`src/hw/rtl/sslm_pkg.sv`:
```
`timescale 1ns / 1ps
`default_nettype none
// ----------------------------------------------------------------------------
// sslm_pkg
// Shared types and constants of the two-axis servo slew limiter: operation
// codes, register indexes, register reset values and the per-axis records.
// ----------------------------------------------------------------------------
package sslm_pkg;

  localparam int PULSE_W = 10;
  localparam int STEP_W  = 4;
  localparam int VALUE_W = 16;
  localparam int CFG_IDX_W  = 3;
  localparam int CFG_DATA_W = 10;

  typedef enum logic [2:0] {
    OP_TICK    = 3'd0,
    OP_ABS     = 3'd1,
    OP_REL     = 3'd2,
    OP_CENTER  = 3'd3,
    OP_INIT    = 3'd4,
    OP_RELEASE = 3'd5
  } op_t;

  localparam logic [CFG_IDX_W-1:0] CFG_PAN_MIN  = 3'd0;
  localparam logic [CFG_IDX_W-1:0] CFG_PAN_MID  = 3'd1;
  localparam logic [CFG_IDX_W-1:0] CFG_PAN_MAX  = 3'd2;
  localparam logic [CFG_IDX_W-1:0] CFG_TILT_MIN = 3'd3;
  localparam logic [CFG_IDX_W-1:0] CFG_TILT_MID = 3'd4;
  localparam logic [CFG_IDX_W-1:0] CFG_TILT_MAX = 3'd5;
  localparam logic [CFG_IDX_W-1:0] CFG_STEP     = 3'd6;

  localparam logic [PULSE_W-1:0] RST_PAN_MIN  = 10'd28;
  localparam logic [PULSE_W-1:0] RST_PAN_MID  = 10'd75;
  localparam logic [PULSE_W-1:0] RST_PAN_MAX  = 10'd122;
  localparam logic [PULSE_W-1:0] RST_TILT_MIN = 10'd58;
  localparam logic [PULSE_W-1:0] RST_TILT_MID = 10'd90;
  localparam logic [PULSE_W-1:0] RST_TILT_MAX = 10'd122;
  localparam logic [STEP_W-1:0]  RST_STEP     = 4'd1;

  // Largest value the pulse fields can carry.
  localparam int PULSE_FIELD_MAX = (1 << PULSE_W) - 1;

  typedef struct packed {
    logic [PULSE_W-1:0] pan_min;
    logic [PULSE_W-1:0] pan_mid;
    logic [PULSE_W-1:0] pan_max;
    logic [PULSE_W-1:0] tilt_min;
    logic [PULSE_W-1:0] tilt_mid;
    logic [PULSE_W-1:0] tilt_max;
    logic [STEP_W-1:0]  step;
  } cfg_t;

  typedef struct packed {
    logic [PULSE_W-1:0] now;
    logic [PULSE_W-1:0] goal;
    logic               written;
  } axis_res_t;

endpackage
`default_nettype wire

```
`src/hw/rtl/sslm_regs.sv`:
```
`timescale 1ns / 1ps
`default_nettype none
// ----------------------------------------------------------------------------
// sslm_regs
// Configuration register file: limits, middle values and step limit.
// ----------------------------------------------------------------------------
module sslm_regs
  import sslm_pkg::*;
(
  input  wire logic                  clk,
  input  wire logic                  rst_n,
  input  wire logic                  wr_en,
  input  wire logic [CFG_IDX_W-1:0]  wr_index,
  input  wire logic [CFG_DATA_W-1:0] wr_data,
  output cfg_t                       cfg
);

  cfg_t cfg_r;
  cfg_t cfg_nxt;

  always_comb begin
    cfg_nxt = cfg_r;
    if (wr_en) begin
      case (wr_index)
        CFG_PAN_MIN:  cfg_nxt.pan_min  = wr_data;
        CFG_PAN_MID:  cfg_nxt.pan_mid  = wr_data;
        CFG_PAN_MAX:  cfg_nxt.pan_max  = wr_data;
        CFG_TILT_MIN: cfg_nxt.tilt_min = wr_data;
        CFG_TILT_MID: cfg_nxt.tilt_mid = wr_data;
        CFG_TILT_MAX: cfg_nxt.tilt_max = wr_data;
        CFG_STEP:     cfg_nxt.step     = wr_data[STEP_W-1:0];
        default: ;  // drop writes beyond the register list
      endcase
    end
  end

  always_ff @(posedge clk) begin
    if (!rst_n) begin
      cfg_r.pan_min  <= RST_PAN_MIN;
      cfg_r.pan_mid  <= RST_PAN_MID;
      cfg_r.pan_max  <= RST_PAN_MAX;
      cfg_r.tilt_min <= RST_TILT_MIN;
      cfg_r.tilt_mid <= RST_TILT_MID;
      cfg_r.tilt_max <= RST_TILT_MAX;
      cfg_r.step     <= RST_STEP;
    end else begin
      cfg_r <= cfg_nxt;
    end
  end

  assign cfg = cfg_r;

endmodule
`default_nettype wire

```
`src/hw/rtl/sslm_axis.sv`:
```
`timescale 1ns / 1ps
`default_nettype none
// ----------------------------------------------------------------------------
// sslm_axis
// Next position, goal and written flag of one axis for one request.
// ----------------------------------------------------------------------------
module sslm_axis
  import sslm_pkg::*;
(
  input  wire op_t                  op,
  input  wire logic                 ready,
  input  wire logic [VALUE_W-1:0]   value,
  input  wire logic [PULSE_W-1:0]   now,
  input  wire logic [PULSE_W-1:0]   goal,
  input  wire logic [PULSE_W-1:0]   middle,
  input  wire logic [PULSE_W-1:0]   minimum,
  input  wire logic [PULSE_W-1:0]   maximum,
  input  wire logic [STEP_W-1:0]    step,
  input  wire logic [PULSE_W-1:0]   pulse_cap,
  output axis_res_t                 res
);

  localparam int WIDE_W = VALUE_W + 2;

  logic signed [WIDE_W-1:0] value_s;
  logic signed [WIDE_W-1:0] now_s;
  logic signed [WIDE_W-1:0] lo_s;
  logic signed [WIDE_W-1:0] hi_s;
  logic signed [WIDE_W-1:0] cap_s;
  logic signed [WIDE_W-1:0] want;
  logic signed [WIDE_W-1:0] lim;
  logic [PULSE_W-1:0]       limited;
  logic [PULSE_W-1:0]       step_w;
  logic [PULSE_W-1:0]       stepped;
  logic [PULSE_W-1:0]       init_val;

  assign value_s = {{(WIDE_W-VALUE_W){value[VALUE_W-1]}}, value};
  assign now_s   = {{(WIDE_W-PULSE_W){1'b0}}, now};
  assign lo_s    = {{(WIDE_W-PULSE_W){1'b0}}, minimum};
  assign hi_s    = {{(WIDE_W-PULSE_W){1'b0}}, maximum};
  assign cap_s   = {{(WIDE_W-PULSE_W){1'b0}}, pulse_cap};
  assign step_w  = {{(PULSE_W-STEP_W){1'b0}}, step};

  // Goal candidate: raise to minimum, lower to maximum, cap, then floor at zero.
  always_comb begin
    case (op)
      OP_ABS:    want = value_s;
      OP_REL:    want = now_s + value_s;
      default:   want = {{(WIDE_W-PULSE_W){1'b0}}, middle};
    endcase
    lim = want;
    if (lim < lo_s)  lim = lo_s;
    if (lim > hi_s)  lim = hi_s;
    if (lim > cap_s) lim = cap_s;
    if (lim < 0)     lim = '0;
    limited = lim[PULSE_W-1:0];
  end

  // Slew toward the goal by at most the step limit.
  always_comb begin
    if (now < goal) begin
      stepped = ((goal - now) > step_w) ? now + step_w : goal;
    end else if (now > goal) begin
      stepped = ((now - goal) > step_w) ? now - step_w : goal;
    end else begin
      stepped = now;
    end
  end

  assign init_val = (middle > pulse_cap) ? pulse_cap : middle;

  always_comb begin
    res.now     = now;
    res.goal    = goal;
    res.written = 1'b0;
    case (op)
      OP_TICK: begin
        if (ready) begin
          res.now     = stepped;
          res.written = (stepped != now);
        end
      end
      OP_ABS, OP_REL, OP_CENTER: begin
        if (ready) begin
          res.goal = limited;
        end
      end
      OP_INIT: begin
        if (!ready) begin
          res.now     = init_val;
          res.goal    = init_val;
          res.written = 1'b1;
        end
      end
      OP_RELEASE: begin
        res.written = ready;
      end
      default: ;
    endcase
  end

endmodule
`default_nettype wire

```
`src/hw/rtl/two_axis_servo_slew_limiter.sv`:
```
`timescale 1ns / 1ps
`default_nettype none
// ----------------------------------------------------------------------------
// two_axis_servo_slew_limiter
// Pan/tilt servo position ramp with per-tick slew limit.
//
// Input channel (in_valid/in_stall): one request per item - tick, move
// absolute, move relative, center, initialize or release - with signed pan
// and tilt operands. Result channel (out_valid/out_stall): exactly one result
// per request with both pulse values, the written flags, at_target and status.
// Configuration channel (cfg_valid/cfg_ready): limits, middle values and step
// limit by register index; cfg_ready is always high. Write only while idle.
//
// Path: a taken request waits in the input register, passes the combinational
// axis logic and lands in the result register, where the receiver takes it.
// Throughput: one request per cycle while the receiver does not stall; the
// single-pass axis logic between the two registers allows that rate.
// Reset: positions and goals go to the middle values, the block is not
// initialized, registers return to their defaults, both registers empty.
// Receiver stall: the result register holds; the input register holds its
// request and in_stall rises only while both stages are full.
// ----------------------------------------------------------------------------
module two_axis_servo_slew_limiter
  import sslm_pkg::*;
#(
  parameter int PULSE_RANGE = 1000
) (
  input  wire logic                  clk,
  input  wire logic                  rst_n,
  // request channel
  input  wire logic                  in_valid,
  output logic                       in_stall,
  input  wire logic [2:0]            in_operation,
  input  wire logic [VALUE_W-1:0]    in_pan_value,
  input  wire logic [VALUE_W-1:0]    in_tilt_value,
  // result channel
  output logic                       out_valid,
  input  wire logic                  out_stall,
  output logic [PULSE_W-1:0]         out_pan_pulse,
  output logic [PULSE_W-1:0]         out_tilt_pulse,
  output logic                       out_pan_written,
  output logic                       out_tilt_written,
  output logic                       out_at_target,
  output logic                       out_status,
  // configuration channel
  input  wire logic                  cfg_valid,
  output logic                       cfg_ready,
  input  wire logic [CFG_IDX_W-1:0]  cfg_index,
  input  wire logic [CFG_DATA_W-1:0] cfg_data
);

  // Highest legal pulse value, bounded by the field width.
  localparam int CAP_INT = (PULSE_RANGE - 1 > PULSE_FIELD_MAX) ?
                           PULSE_FIELD_MAX : PULSE_RANGE - 1;
  localparam logic [PULSE_W-1:0] PULSE_CAP = CAP_INT[PULSE_W-1:0];

  cfg_t cfg;

  assign cfg_ready = 1'b1;

  sslm_regs u_regs (
    .clk      (clk),
    .rst_n    (rst_n),
    .wr_en    (cfg_valid && cfg_ready),
    .wr_index (cfg_index),
    .wr_data  (cfg_data),
    .cfg      (cfg)
  );

  // --------------------------------------------------------------------------
  // Handshake: the result register blocks when full and stalled; the input
  // register then holds and back-pressures the requester.
  // --------------------------------------------------------------------------
  logic out_blocked;
  logic advance;

  logic               s1_valid_r, s1_valid_nxt;
  op_t                s1_op_r;
  logic [VALUE_W-1:0] s1_pan_r;
  logic [VALUE_W-1:0] s1_tilt_r;

  assign out_blocked = out_valid && out_stall;
  assign in_stall    = s1_valid_r && out_blocked;
  assign advance     = s1_valid_r && !out_blocked;

  assign s1_valid_nxt = in_stall ? s1_valid_r : in_valid;

  always_ff @(posedge clk) begin
    if (!rst_n) begin
      s1_valid_r <= 1'b0;
    end else begin
      s1_valid_r <= s1_valid_nxt;
    end
  end

  // Capture the request payload whenever the stage is free to take one.
  always_ff @(posedge clk) begin
    if (!in_stall) begin
      s1_op_r   <= op_t'(in_operation);
      s1_pan_r  <= in_pan_value;
      s1_tilt_r <= in_tilt_value;
    end
  end

  // --------------------------------------------------------------------------
  // Servo state
  // --------------------------------------------------------------------------
  logic [PULSE_W-1:0] pan_now_r, tilt_now_r, pan_goal_r, tilt_goal_r;
  logic               ready_r, ready_nxt;
  axis_res_t          pan_res, tilt_res;
  logic               motion;
  logic               refused;

  sslm_axis u_pan (
    .op        (s1_op_r),
    .ready     (ready_r),
    .value     (s1_pan_r),
    .now       (pan_now_r),
    .goal      (pan_goal_r),
    .middle    (cfg.pan_mid),
    .minimum   (cfg.pan_min),
    .maximum   (cfg.pan_max),
    .step      (cfg.step),
    .pulse_cap (PULSE_CAP),
    .res       (pan_res)
  );

  sslm_axis u_tilt (
    .op        (s1_op_r),
    .ready     (ready_r),
    .value     (s1_tilt_r),
    .now       (tilt_now_r),
    .goal      (tilt_goal_r),
    .middle    (cfg.tilt_mid),
    .minimum   (cfg.tilt_min),
    .maximum   (cfg.tilt_max),
    .step      (cfg.step),
    .pulse_cap (PULSE_CAP),
    .res       (tilt_res)
  );

  // Motion requests are refused until the servos are initialized.
  assign motion  = (s1_op_r == OP_TICK) || (s1_op_r == OP_ABS) ||
                   (s1_op_r == OP_REL)  || (s1_op_r == OP_CENTER);
  assign refused = motion && !ready_r;

  always_comb begin
    ready_nxt = ready_r;
    case (s1_op_r)
      OP_INIT:    ready_nxt = 1'b1;
      OP_RELEASE: ready_nxt = 1'b0;
      default: ;
    endcase
  end

  always_ff @(posedge clk) begin
    if (!rst_n) begin
      pan_now_r   <= RST_PAN_MID;
      tilt_now_r  <= RST_TILT_MID;
      pan_goal_r  <= RST_PAN_MID;
      tilt_goal_r <= RST_TILT_MID;
      ready_r     <= 1'b0;
    end else if (advance) begin
      pan_now_r   <= pan_res.now;
      tilt_now_r  <= tilt_res.now;
      pan_goal_r  <= pan_res.goal;
      tilt_goal_r <= tilt_res.goal;
      ready_r     <= ready_nxt;
    end
  end

  // --------------------------------------------------------------------------
  // Result register: advance when not blocked, hold otherwise.
  // --------------------------------------------------------------------------
  logic out_valid_r;

  always_ff @(posedge clk) begin
    if (!rst_n) begin
      out_valid_r <= 1'b0;
    end else if (!out_blocked) begin
      out_valid_r <= s1_valid_r;
    end
  end

  always_ff @(posedge clk) begin
    if (!out_blocked) begin
      out_pan_pulse    <= ready_nxt ? pan_res.now  : '0;
      out_tilt_pulse   <= ready_nxt ? tilt_res.now : '0;
      out_pan_written  <= pan_res.written;
      out_tilt_written <= tilt_res.written;
      out_at_target    <= ready_nxt && (pan_res.now == pan_res.goal) &&
                          (tilt_res.now == tilt_res.goal);
      out_status       <= refused;
    end
  end

  assign out_valid = out_valid_r;

endmodule
`default_nettype wire
```
`config.mk`:
```
export PLATFORM = sky130hd
export DESIGN_NAME = two_axis_servo_slew_limiter
export DESIGN_NICKNAME = d
export VERILOG_FILES = /design/src/hw/rtl/sslm_pkg.sv /design/src/hw/rtl/sslm_regs.sv /design/src/hw/rtl/sslm_axis.sv /design/src/hw/rtl/two_axis_servo_slew_limiter.sv
export SDC_FILE = /design/constraint.sdc
export NUM_CORES = 1
export LEC_CHECK = 0
export BUFFER_PORTS_ARGS = -buffer_cell sky130_fd_sc_hd__buf_4
export CAP_MARGIN = 25
export CORE_MARGIN = 2
export CORE_UTILIZATION = 50
export CTS_BUF_LIST = sky130_fd_sc_hd__clkbuf_8
export DETAILED_ROUTE_END_ITERATION = 7
export GPL_TIMING_DRIVEN = 0
export PLACE_DENSITY = 0.67
export SKIP_CTS_REPAIR_TIMING = 1
export SYNTH_ARGS = -nofsm -noshare
export SYNTH_HDL_FRONTEND = slang
export SYNTH_HIERARCHICAL = 1
export SYNTH_SLANG_ARGS = --single-unit
```
`constraint.sdc`:
```
create_clock -name clk -period 31.1 [get_ports clk]
set_input_delay 1.555 -clock clk [delete_from_list [all_inputs] [get_ports clk]]
set_output_delay 1.555 -clock clk [all_outputs]
set_load 0.005 [all_outputs]
```
==> results.json <==
{
  "io_pins": 80,
  "multi_input_comb_area_um2": 11870,
  "syn_area_per_cell_um2": 8.006,
  "fin_skew_ns": 0.02670,
  "cp_slowest_cell": "nor3_1",
  "track_usage_pct": 31.07,
  "ant_nets": 0,
  "drt-wirelength-per-cell_um": 20.45,
  "timing.hold.ws_ns": 0.4647,
  "synth-seq-area-share_pct": 23.49,
  "yosysMostFrequentCell": "nand2_1",
  "critPathLaunch": "tilt_now_r[1]",
  "h-tree-depth": 4,
  "dieArea_um2": 34800,
  "die_x_um": 186.5,
  "clk_pin_slew_worst_paths_ns": 0.11,
  "clockRootBuffer": "clkbuf_8",
  "cp.arrival_ns": 12.30,
  "place_hpwl_um": 43960,
  "top_layer_used": "met4",
  "crit_path_frequent_cell": "o21a_1",
  "ir_worst_vdd_mv": 0.04177,
  "r2r-start": "tilt_now_r[1]",
  "core-area_um2": 32700,
  "yosys_warnings": 6,
  "leakage_nw": 8.222,
  "wl_met3_um": 3993,
  "area_growth_syn_to_layout_pct": 10.62,
  "synth.distinct_cells": 94,
  "numClockSinks": 166,
  "portBuffers": 78,
  "antenna_found_initial": 0,
  "die_h_um": 186.5,
  "finalSetupViolCount": 0,
  "synth_flop_cell": "dfxtp_1",
  "cts_tree": "done",
  "wl_met2_um": 24250,
  "finalHoldViolCount": 0,
  "r2r_slack_ns": 19.15,
  "grt_pass1_vias": 15450,
  "min_period_ns": 11.95,
  "drv_cap": 0,
  "drt_iter0_drc": 1594,
  "wl_um": 55100,
  "fp-row-count": 66,
  "period_share_pct": 38.42,
  "drive_gt1_share_pct": 9.547,
  "hp-class": "reg -> reg",
  "worstPathMaxFanout": 10,
  "synth_top_area_share_pct": 12.86,
  "clock_path_buffers": 2,
  "final_area_um2": 18430,
  "routabilityCongestion": 0.9684,
  "synth_area_leader_cell": "dfxtp_1",
  "clock.fmax_mhz": 83.70,
  "r2r_cells": 52,
  "netlist_top_cells_area": "dfxtp_1 13%, ha_1 13%, edfxtp_1 11%, mux2i_1 6.1%, a21oi_1 5.4%",
  "syn_area_um2": 16660,
  "powerDensity_nw_per_um2": 39.57,
  "placed_area_um2": 18060,
  "grt_overflow": 0,
  "dpl_worst_slack_ns": 19.37,
  "vias_per_cell": 6.046,
  "grt_pass1_wl_um": 86260,
  "ys_async_sr_fraction_pct": 0,
  "firstDrtPassIters": 6,
  "syn_inst": 2081,
  "path_class": "reg -> reg",
  "cp.required_ns": 31.46,
  "max_stage_delay_ns": 0.75,
  "power.total_uw": 729.3,
  "startpoint_type": "flop",
  "drv_slew": 0,
  "worstMarginPinSlew_ns": 0.9511,
  "nFillCells": 3118,
  "outcome": "completed",
  "synth_common_cells": "227 x nand2_1, 180 x a21oi_1, 170 x ha_1",
  "drc_errors": 0,
  "fin_tns_setup_ns": 0,
  "grt_max_degree": 27,
  "synth_edf_count": 59,
  "rsz0062_at_grt": "false",
  "met1_length_um": 25330,
  "r2r_end": "out_at_target",
  "ys_seq_elements": 166,
  "nNetsFinal": 2472,
  "cts-buffers-inserted": 17,
  "relSlewSlack_pct": 36.11,
  "critPathCapture": "out_at_target",
  "initial_utilization_pct": 50.95,
  "end_kind": "flop",
  "worstSkewPairLatency_ns": 0.50,
  "worst_slack_ns": 19.15,
  "ff_latch_area_um2": 3914,
  "vias": 16290,
  "diodes": 0
}
==> final cells by class <==
class	count	area share, %
multi-input combinational	1716	64.39
clock buffer	18	1.344
clock inverter	14	0.6789
inverter	150	3.055
tap	442	3.001
timing repair buffer	79	3.327
sequential	166	21.24
buffer	109	2.974
==> cell usage in the layout (no fill, tap or decap), types with 22 or more instances in the layout <==
| master | netlist | routed |
|---|---|---|
| clkbuf_1 | 61 | 61 |
| a21boi_1 | 25 | 25 |
| nor2_1 | 114 | 114 |
| and2_1 | 27 | 27 |
| nor3_1 | 39 | 39 |
| buf_2 | 28 | 28 |
| edfxtp_1 | 59 | 59 |
| o21ai_0 | 120 | 120 |
| a21oi_1 | 180 | 180 |
| mux2_2 | 24 | 24 |
| o21a_1 | 38 | 38 |
| mux2i_1 | 101 | 101 |
| nand4_1 | 33 | 33 |
| conb_1 | 2 | 62 |
| dfxtp_1 | 107 | 107 |
| ha_1 | 170 | 170 |
| buf_4 | 3 | 81 |
| a221o_1 | 22 | 22 |
| inv_1 | 147 | 147 |
| a21o_1 | 38 | 38 |
| nor2b_1 | 55 | 55 |
| xnor2_1 | 53 | 53 |
| nand3_1 | 44 | 43 |
| xor2_1 | 34 | 34 |
| nand2_1 | 227 | 227 |
==> metal layers <==
metal	GRT usage, %	up-vias
li1	-	7807
met1	43.91	7711
met2	49.12	671
met3	4.044	98
met4	9.982	0
met5	0	-
==> report_power, final <==
part           total, mW  switching [mW]  internal [mW]
Combinational      0.323           0.193          0.130
Clock              0.158          0.0965         0.0613
Sequential         0.248          0.0139          0.234
==> cells by family after synthesis <==
family	count (synthesis)	share of synthesized area, %
compound gates	625	24.72
mux	125	7.690
buf+inv	259	6.669
fa+ha+maj	180	13.97
xor+xnor	87	4.574
simple gates	637	18.84
flops	166	23.49
other cells	2	0.04508
==> critical path: cells and delay by family (launching register included) <==
kind | cells | cell delay [ns]
AO/OA/AOI/OAI | 26 | 4.60
flip-flops | 1 | 0.71
adder cells (fa/ha/maj) | 6 | 1.81
XOR/XNOR | 2 | 0.28
AND/OR/NAND/NOR | 12 | 2.40
multiplexers | 1 | 0.41
buffers and inverters | 5 | 1.58
==> per-stage QoR <==
step | instances | utilization, %
CTS | 2694 | 56.36
finish | 2694 | 56.36
floorplan | 2141 | -
global placement | 2661 | 55.12
detailed placement | 2662 | 55.22
global route | 2694 | 56.36
==> state kept, by name, summed over array words and instances, names as in the netlist <==
name              count
u_regs/cfg           64
s1_pan_r             16
s1_tilt_r            16
out_pan_pulse        10
out_tilt_pulse       10
pan_goal_r           10
pan_now_r            10
tilt_goal_r          10
tilt_now_r           10
s1_op_r               3
out_at_target         1
out_pan_written       1
out_status            1
out_tilt_written      1
out_valid             1
ready_r               1
s1_valid_r            1
==> worst min-delay path by stage <==
stage / endpoint / slack, ns / startpoint / cells after the start
floorplan: u_regs/cfg[36] / 0.43 / u_regs/cfg[36] / 2
detailed placement: u_regs/cfg[41] / 0.46 / u_regs/cfg[41] / 2
global route: u_regs/cfg[60] / 0.50 / u_regs/cfg[60] / 2
global placement: u_regs/cfg[41] / 0.45 / u_regs/cfg[41] / 2
finish: u_regs/cfg[41] / 0.46 / u_regs/cfg[41] / 2
CTS: u_regs/cfg[41] / 0.47 / u_regs/cfg[41] / 2
Note: power is estimated with default switching activity, not from simulation.
